==> src/rtl/esc_pkg.sv <==
// ----------------------------------------------------------------------------
// esc_pkg: constants for the seconds-to-calendar converter
// Holds the year span, the reciprocals used for the constant divisions, the
// month-start tables and the span length in days.
// ----------------------------------------------------------------------------
package esc_pkg;

  localparam int NUM_YEARS     = 64;
  localparam int BASE_YEAR     = 1970;
  localparam int LEAP_CYCLE    = 4;
  localparam int EPOCH_WEEKDAY = 4;

  // 86400 = 128 * 675; the low seven bits of the seconds pass straight through.
  localparam int DAY_SHIFT  = 7;
  localparam int DAY_ODD    = 675;
  localparam int CYCLE_DAYS = 1461;
  localparam int YEAR_DAYS  = 365;
  localparam int WEEK_DAYS  = 7;
  localparam int HOUR_SECS  = 3600;
  localparam int MIN_SECS   = 60;

  // Years are counted in four-year cycles that start on 1 January 1969.
  localparam int CYCLE_BASE_YEAR = 1969;

  localparam int DAY_RECIP_BITS = 35;
  localparam int RECIP_BITS     = 17;

  localparam logic [25:0] RECIP_DAY   = 26'((64'd1 << DAY_RECIP_BITS) / 64'(DAY_ODD));
  localparam logic [6:0]  RECIP_CYCLE = 7'((64'd1 << RECIP_BITS) / 64'(CYCLE_DAYS));
  localparam logic [14:0] RECIP_WEEK  = 15'((64'd1 << RECIP_BITS) / 64'(WEEK_DAYS));
  localparam logic [5:0]  RECIP_HOUR  = 6'((64'd1 << RECIP_BITS) / 64'(HOUR_SECS));
  localparam logic [11:0] RECIP_MIN   = 12'((64'd1 << RECIP_BITS) / 64'(MIN_SECS));

  localparam logic [8:0] PLAIN_START [13] = '{
    9'd0, 9'd31, 9'd59, 9'd90, 9'd120, 9'd151, 9'd181,
    9'd212, 9'd243, 9'd273, 9'd304, 9'd334, 9'd365
  };

  localparam logic [8:0] LEAP_START [13] = '{
    9'd0, 9'd31, 9'd60, 9'd91, 9'd121, 9'd152, 9'd182,
    9'd213, 9'd244, 9'd274, 9'd305, 9'd335, 9'd366
  };

  function automatic int span_days(int n);
    int total;
    total = 0;
    for (int y = 0; y < n; y++) begin
      total = total + ((((BASE_YEAR + y) % LEAP_CYCLE) == 0) ? 366 : 365);
    end
    return total;
  endfunction

  localparam logic [15:0] SPAN_DAYS = 16'(span_days(NUM_YEARS));

endpackage

==> src/rtl/epoch_seconds_to_calendar.sv <==
// ----------------------------------------------------------------------------
// epoch_seconds_to_calendar: seconds since 1970 to calendar fields
// Splits a 32-bit epoch time into time of day, weekday and calendar date.
// ----------------------------------------------------------------------------
// The input channel takes one word per accepted cycle: seconds since
// 1970-01-01 00:00:00. The output channel gives one word per input word:
// second, minute, hour, weekday, year, day_of_year, month, day_of_month and
// out_of_range. A word is moved when valid is high and stall is low.
// The block is a seven-stage pipeline that accepts one word in every cycle
// in which it is not stalled. The stages hold the two constant-divisor
// multiply-and-correct steps and the year and month decode.
// When the receiver stalls a valid result, the whole pipeline holds and the
// input channel is stalled in the same cycle; nothing is dropped.
// Years are leap years every fourth year from 1972. A day beyond the year
// span sets out_of_range and zeroes year, day_of_year, month and
// day_of_month; the time-of-day fields and weekday are still given.
// Reset empties the pipeline; there is no other state.
// ----------------------------------------------------------------------------
module epoch_seconds_to_calendar
  import esc_pkg::*;
(
  input  logic        clk,
  input  logic        rst,
  input  logic        in_valid,
  output logic        in_stall,
  input  logic [31:0] seconds,
  output logic        out_valid,
  input  logic        out_stall,
  output logic [5:0]  second,
  output logic [5:0]  minute,
  output logic [4:0]  hour,
  output logic [2:0]  weekday,
  output logic [10:0] year,
  output logic [8:0]  day_of_year,
  output logic [3:0]  month,
  output logic [4:0]  day_of_month,
  output logic        out_of_range
);

  logic advance;
  logic v1, v2, v3, v4, v5, v6;

  // Stage 1: input register.
  logic [31:0] s1_secs;

  // Stage 2: approximate day count.
  logic [50:0] s2_prod;
  logic [15:0] s2_q;
  logic [24:0] s2_x;
  logic [6:0]  s2_low;

  // Stage 3: corrected day count and second of day.
  logic [25:0] s3_diff;
  logic [10:0] s3_rest;
  logic [15:0] s3_days_next;
  logic [16:0] s3_rem_next;
  logic [15:0] s3_days;
  logic [16:0] s3_rem;

  // Stage 4: approximate quotients.
  logic [16:0] s4_dp_c, s4_wx_c;
  logic [23:0] s4_cyc_prod;
  logic [31:0] s4_wk_prod;
  logic [22:0] s4_hr_prod;
  logic [28:0] s4_mt_prod;
  logic [5:0]  s4_cyc;
  logic [16:0] s4_dp, s4_wx, s4_rem;
  logic [14:0] s4_wq;
  logic [4:0]  s4_hr;
  logic [10:0] s4_mt;
  logic [15:0] s4_days;

  // Stage 5: corrected quotients and remainders.
  logic [16:0] s5_cyc_diff, s5_wk_diff, s5_hr_diff, s5_mt_diff;
  logic [5:0]  s5_cyc;
  logic [10:0] s5_within;
  logic [2:0]  s5_wday;
  logic [4:0]  s5_hour;
  logic [10:0] s5_mt;
  logic [5:0]  s5_sec;
  logic        s5_oor;

  // Stage 6: year, day of year and minute.
  logic [1:0]  s6_yic_c;
  logic [10:0] s6_doy_w;
  logic [10:0] s6_min_w;
  logic [11:0] s6_year;
  logic [8:0]  s6_doy;
  logic        s6_leap;
  logic [5:0]  s6_min;
  logic [2:0]  s6_wday;
  logic [4:0]  s6_hour;
  logic [5:0]  s6_sec;
  logic        s6_oor;

  // Stage 7: month decode.
  logic [3:0]  s7_mon;
  logic [8:0]  s7_start;
  logic [8:0]  s7_mday_w;

  assign advance  = !(out_valid && out_stall);
  assign in_stall = !advance;

  always_ff @(posedge clk) begin
    if (rst) begin
      v1 <= 1'b0;
      v2 <= 1'b0;
      v3 <= 1'b0;
      v4 <= 1'b0;
      v5 <= 1'b0;
      v6 <= 1'b0;
      out_valid <= 1'b0;
    end else if (advance) begin
      v1 <= in_valid;
      v2 <= v1;
      v3 <= v2;
      v4 <= v3;
      v5 <= v4;
      v6 <= v5;
      out_valid <= v6;
    end
  end

  assign s2_prod = 51'(s1_secs[31:DAY_SHIFT]) * 51'(RECIP_DAY);

  always_comb begin
    s3_diff = 26'(s2_x) - 26'(s2_q) * 26'(DAY_ODD);
    s3_rest = s3_diff[10:0];
    if (s3_rest >= 11'(DAY_ODD)) begin
      s3_days_next = s2_q + 16'd1;
      s3_rem_next  = {s3_rest[9:0] - 10'(DAY_ODD), s2_low};
    end else begin
      s3_days_next = s2_q;
      s3_rem_next  = {s3_rest[9:0], s2_low};
    end
  end

  assign s4_dp_c     = 17'(s3_days) + 17'(YEAR_DAYS);
  assign s4_wx_c     = 17'(s3_days) + 17'(EPOCH_WEEKDAY);
  assign s4_cyc_prod = 24'(s4_dp_c) * 24'(RECIP_CYCLE);
  assign s4_wk_prod  = 32'(s4_wx_c) * 32'(RECIP_WEEK);
  assign s4_hr_prod  = 23'(s3_rem) * 23'(RECIP_HOUR);
  assign s4_mt_prod  = 29'(s3_rem) * 29'(RECIP_MIN);

  assign s5_cyc_diff = s4_dp - 17'(s4_cyc) * 17'(CYCLE_DAYS);
  assign s5_wk_diff  = s4_wx - 17'(s4_wq) * 17'(WEEK_DAYS);
  assign s5_hr_diff  = s4_rem - 17'(s4_hr) * 17'(HOUR_SECS);
  assign s5_mt_diff  = s4_rem - 17'(s4_mt) * 17'(MIN_SECS);

  always_comb begin
    if (s5_within < 11'(YEAR_DAYS)) begin
      s6_yic_c = 2'd0;
      s6_doy_w = s5_within;
    end else if (s5_within < 11'(2 * YEAR_DAYS)) begin
      s6_yic_c = 2'd1;
      s6_doy_w = s5_within - 11'(YEAR_DAYS);
    end else if (s5_within < 11'(3 * YEAR_DAYS)) begin
      s6_yic_c = 2'd2;
      s6_doy_w = s5_within - 11'(2 * YEAR_DAYS);
    end else begin
      s6_yic_c = 2'd3;
      s6_doy_w = s5_within - 11'(3 * YEAR_DAYS);
    end
  end

  assign s6_min_w = s5_mt - 11'(s5_hour) * 11'(MIN_SECS);

  always_comb begin
    s7_mon = 4'd0;
    for (int i = 1; i < 12; i++) begin
      if ((s6_leap ? LEAP_START[i] : PLAIN_START[i]) <= s6_doy) begin
        s7_mon = 4'(i);
      end
    end
    s7_start  = s6_leap ? LEAP_START[s7_mon] : PLAIN_START[s7_mon];
  end

  assign s7_mday_w = s6_doy - s7_start + 9'd1;

  always_ff @(posedge clk) begin
    if (advance) begin
      s1_secs <= seconds;

      s2_q   <= s2_prod[DAY_RECIP_BITS +: 16];
      s2_x   <= s1_secs[31:DAY_SHIFT];
      s2_low <= s1_secs[DAY_SHIFT-1:0];

      s3_days <= s3_days_next;
      s3_rem  <= s3_rem_next;

      s4_cyc  <= s4_cyc_prod[RECIP_BITS +: 6];
      s4_wq   <= s4_wk_prod[RECIP_BITS +: 15];
      s4_hr   <= s4_hr_prod[RECIP_BITS +: 5];
      s4_mt   <= s4_mt_prod[RECIP_BITS +: 11];
      s4_dp   <= s4_dp_c;
      s4_wx   <= s4_wx_c;
      s4_rem  <= s3_rem;
      s4_days <= s3_days;

      if (s5_cyc_diff >= 17'(CYCLE_DAYS)) begin
        s5_cyc    <= s4_cyc + 6'd1;
        s5_within <= 11'(s5_cyc_diff - 17'(CYCLE_DAYS));
      end else begin
        s5_cyc    <= s4_cyc;
        s5_within <= 11'(s5_cyc_diff);
      end
      if (s5_wk_diff >= 17'(WEEK_DAYS)) begin
        s5_wday <= 3'(s5_wk_diff - 17'(WEEK_DAYS));
      end else begin
        s5_wday <= 3'(s5_wk_diff);
      end
      if (s5_hr_diff >= 17'(HOUR_SECS)) begin
        s5_hour <= s4_hr + 5'd1;
      end else begin
        s5_hour <= s4_hr;
      end
      if (s5_mt_diff >= 17'(MIN_SECS)) begin
        s5_mt  <= s4_mt + 11'd1;
        s5_sec <= 6'(s5_mt_diff - 17'(MIN_SECS));
      end else begin
        s5_mt  <= s4_mt;
        s5_sec <= 6'(s5_mt_diff);
      end
      s5_oor <= (s4_days >= SPAN_DAYS);

      s6_year <= 12'(CYCLE_BASE_YEAR) + 12'({s5_cyc, 2'b00}) + 12'(s6_yic_c);
      s6_doy  <= s6_doy_w[8:0];
      s6_leap <= (s6_yic_c == 2'd3);
      s6_min  <= s6_min_w[5:0];
      s6_wday <= s5_wday;
      s6_hour <= s5_hour;
      s6_sec  <= s5_sec;
      s6_oor  <= s5_oor;

      second       <= s6_sec;
      minute       <= s6_min;
      hour         <= s6_hour;
      weekday      <= s6_wday;
      out_of_range <= s6_oor;
      year         <= s6_oor ? 11'd0 : s6_year[10:0];
      day_of_year  <= s6_oor ? 9'd0 : s6_doy;
      month        <= s6_oor ? 4'd0 : s7_mon;
      day_of_month <= s6_oor ? 5'd0 : s7_mday_w[4:0];
    end
  end

endmodule
==> config.mk <==
export PLATFORM = sky130hd
export DESIGN_NAME = epoch_seconds_to_calendar
export DESIGN_NICKNAME = d
export VERILOG_FILES = /design/src/rtl/esc_pkg.sv /design/src/rtl/epoch_seconds_to_calendar.sv
export SDC_FILE = /design/constraint.sdc
export NUM_CORES = 2
export LEC_CHECK = 0
export BUFFER_PORTS_ARGS = -buffer_cell sky130_fd_sc_hd__buf_4
export CAP_MARGIN = 30
export CORE_ASPECT_RATIO = 0.8
export CORE_UTILIZATION = 40
export CTS_CLUSTER_SIZE = 40
export DETAILED_ROUTE_END_ITERATION = 10
export PLACE_DENSITY = 0.57
export SYNTH_ARGS = -nofsm -noshare
export SYNTH_HDL_FRONTEND = slang
export SYNTH_SLANG_ARGS = --single-unit
==> constraint.sdc <==
create_clock -name clk -period 15.9 [get_ports clk]
set_input_delay 3.18 -clock clk [delete_from_list [all_inputs] [get_ports clk]]
set_output_delay 3.18 -clock clk [all_outputs]
set_load 0.05 [all_outputs]
==> reports/metrics.yaml <==
synth:
  ys.flop_type: "edfxtp_1"
  synth_nets: 4367
  synth_top_area_share_pct: 27.7
  yosysWarnings: 0
  syn-instance-count: 3300
  synth_seq_cells: 336
  synth.top_cells.by_area: "edfxtp_1 28%, ha_1 25%, fa_1 18%"
  yosysUniqueCellTypes: 82
  synth.largest_area_cell: "edfxtp_1"
  seq_area_frac_synth_pct: 28.1
  ys_async_sr_fraction_pct: 0
  syn-cell-area_mm2: 0.0356
  syn_area_per_cell_um2: 10.8
  synth_edf_count: 329
setup_path:
  worst_setup_path_end_kind: "primary output"
  cp.required_ps: 12720
  reg2reg_depth: 21
  cp-start-kind: "input port"
  cp.arrival_ps: 4690
  critPathKind: "in -> out"
  crit_fanout: 121
final_layout:
  fin_nets: 4491
  final_common_cell: "ha_1"
  drive_gt1_share_pct: 5.56
  final_cell_mix: "718 x ha_1, 697 x inv_1, 329 x edfxtp_1, 313 x fa_1, 140 x nor2_1"
  final_util_pct: 44.6
  antenna-diode-count: 0
  final_cells: 4642
  syn_to_final_growth_pct: 10.1
floorplanning:
  rows: 97
  die_w_um: 336
  core_mm2: 0.0879
  die_area_mm2: 0.0902
  die_h_um: 269
  boundaryPins: 88
  initial_core_util_pct: 40.5
global_routing:
  met3_usage_pct: 1.98
  track_usage_pct: 15.9
  antenna_found_initial: 0
  grt_max_degree: 122
  grt_pass1_wl_um: 115000
  grt_use_met2_pct: 24.4
  grt_util_met1_pct: 23.7
  grt_busiest_layer: "met2"
  grt_pass1_vias: 22093
  grt_overflow_total: 0
cts:
  cts_tree: "built"
  cts_buffers: 42
  clockBufferDepth: 3
  cts_setup_buffers: 0
  cts_hold_buf: 0
  cts_root_buffer: "clkbuf_16"
  cts.sinks: 336
  clk_latency_ps: 590
  cts_resized: 0
  htree_levels: 2
  clk_pin_slew_ps: 60
routing:
  via_per_inst: 4.81
  route.antenna.remaining_nets: 0
  post_drt_wl_per_cell_um: 14.9
  route.detailed.drc: 0
  routed-via-count: 22339
  drt_iter0_drc: 1079
  dr.pass1.iters: 5
  finalWirelength_um: 69100
timing:
  fmax_mhz: 127
  setup_viol: 0
  holdWs_ps: 411
  worst_slew_pin_slew_ps: 1030
  final.setup.tns_ps: 0
  rsz0062_at_grt: "false"
  hold_violations: 0
  skew_ps: 27.3
  timing.final.crit_share_pct: 49.5
  slew_headroom_pct: 31.3
  slew_violations: 0
  post-route-min-period_ps: 7870
placed_design:
  port_buffers: 87
  gp_congestion: 0.845
  dp_cells: 4567
  dp_hpwl_um: 55800
run_status:
  status: "completed"
min_path:
  hp-class: "reg -> reg"
  hold_depth: 0
flow_run:
  max_cap_violations: 0
==> registers in the layout (all words and copies together), names as in the netlist, 15 cells and up <==
| name | count |
|---|---|
| s3_days | 16 |
| s2_q | 16 |
| s1_secs | 32 |
| s4_wx | 17 |
| s4_dp | 17 |
| s4_wq | 15 |
| s4_rem | 17 |
| s3_rem | 17 |
==> cell usage after synthesis (all sizes together), types with 5 or more instances <==
master   instances
clkbuf          16
nand3           41
nand2b          26
inv            697
edfxtp         329
o2111ai          5
a221oi           5
o31a            11
mux2             5
nand4           16
o41ai            8
nand2          116
and3            12
a31oi           23
o31ai           10
nor2           140
o21bai          12
or2              7
dfxtp            7
xnor2          133
nor2b           43
and2            14
a2111oi          6
a21oi          128
o21a            33
fa             313
mux2i            8
or3             13
xor2            76
a21boi           8
o22ai            7
o311ai           7
ha             718
o21ai          110
nor3            42
a21o            40
nor4b            5
nor4            12
o211ai          12
a211oi          20
buf              5
==> final cells by class <==
class                      count  area [um2]
clock buffer                  47        1070
clock inverter                27         325
fill                        8360       48700
inverter                     700        2630
multi-input combinational   2243       22900
sequential                   336       10000
tap                         1188        1490
timing repair buffer         101         778
==> critical path, cell delays in order <==
cell and delay (ps):
buf_4 130, nand2_8 630, clkinv_1 430, buf_4 310
==> per-stage QoR <==
| stage | instance area, um2 | setup slack [ps] |
|---|---|---|
| detailed placement | 37800 | 7950 |
| finish | 39200 | 8030 |
| global route | 39200 | 7840 |
| floorplan | 35600 | 3190 |
| CTS | 39200 | 7940 |
| global placement | 37800 | 7970 |
==> kinds of logic (layout without fill, tap and decap cells) <==
| group | after synthesis | after routing | share of synthesized area (%) |
|---|---|---|---|
| DFF | 336 | 336 | 28.1 |
| adders and majority gates | 1031 | 1031 | 42.8 |
| xor gates and xnor gates | 210 | 210 | 5.20 |
| muxes | 13 | 13 | 0.383 |
| AOI/OAI and AO/OA | 486 | 486 | 8.89 |
| buffers and inverters | 721 | 875 | 7.63 |
| and+or+nand+nor | 503 | 503 | 6.92 |
==> routing by layer <==
metal | share of wire, % | up-vias
met4 | 1.7 | 0
met3 | 3.0 | 64
met1 | 53 | 10555
li1 | - | 11467
met5 | 0 | -
met2 | 42 | 253
==> worst paths after layout <==
path	from	end	slack, ps
hold / removal	s5_sec[3]$_DFFE_PN_	s6_sec[3]$_DFFE_PN_	410
setup reg to reg	s1_secs[18]$_DFFE_PN_	s2_q[9]$_DFFE_PN_	9030
hold reg to reg	s5_sec[3]$_DFFE_PN_	s6_sec[3]$_DFFE_PN_	410
setup / recovery	out_stall	in_stall	8030
Power is not shown: default switching activity piles up to over one toggle a cycle in this logic, so the estimate is an artifact.
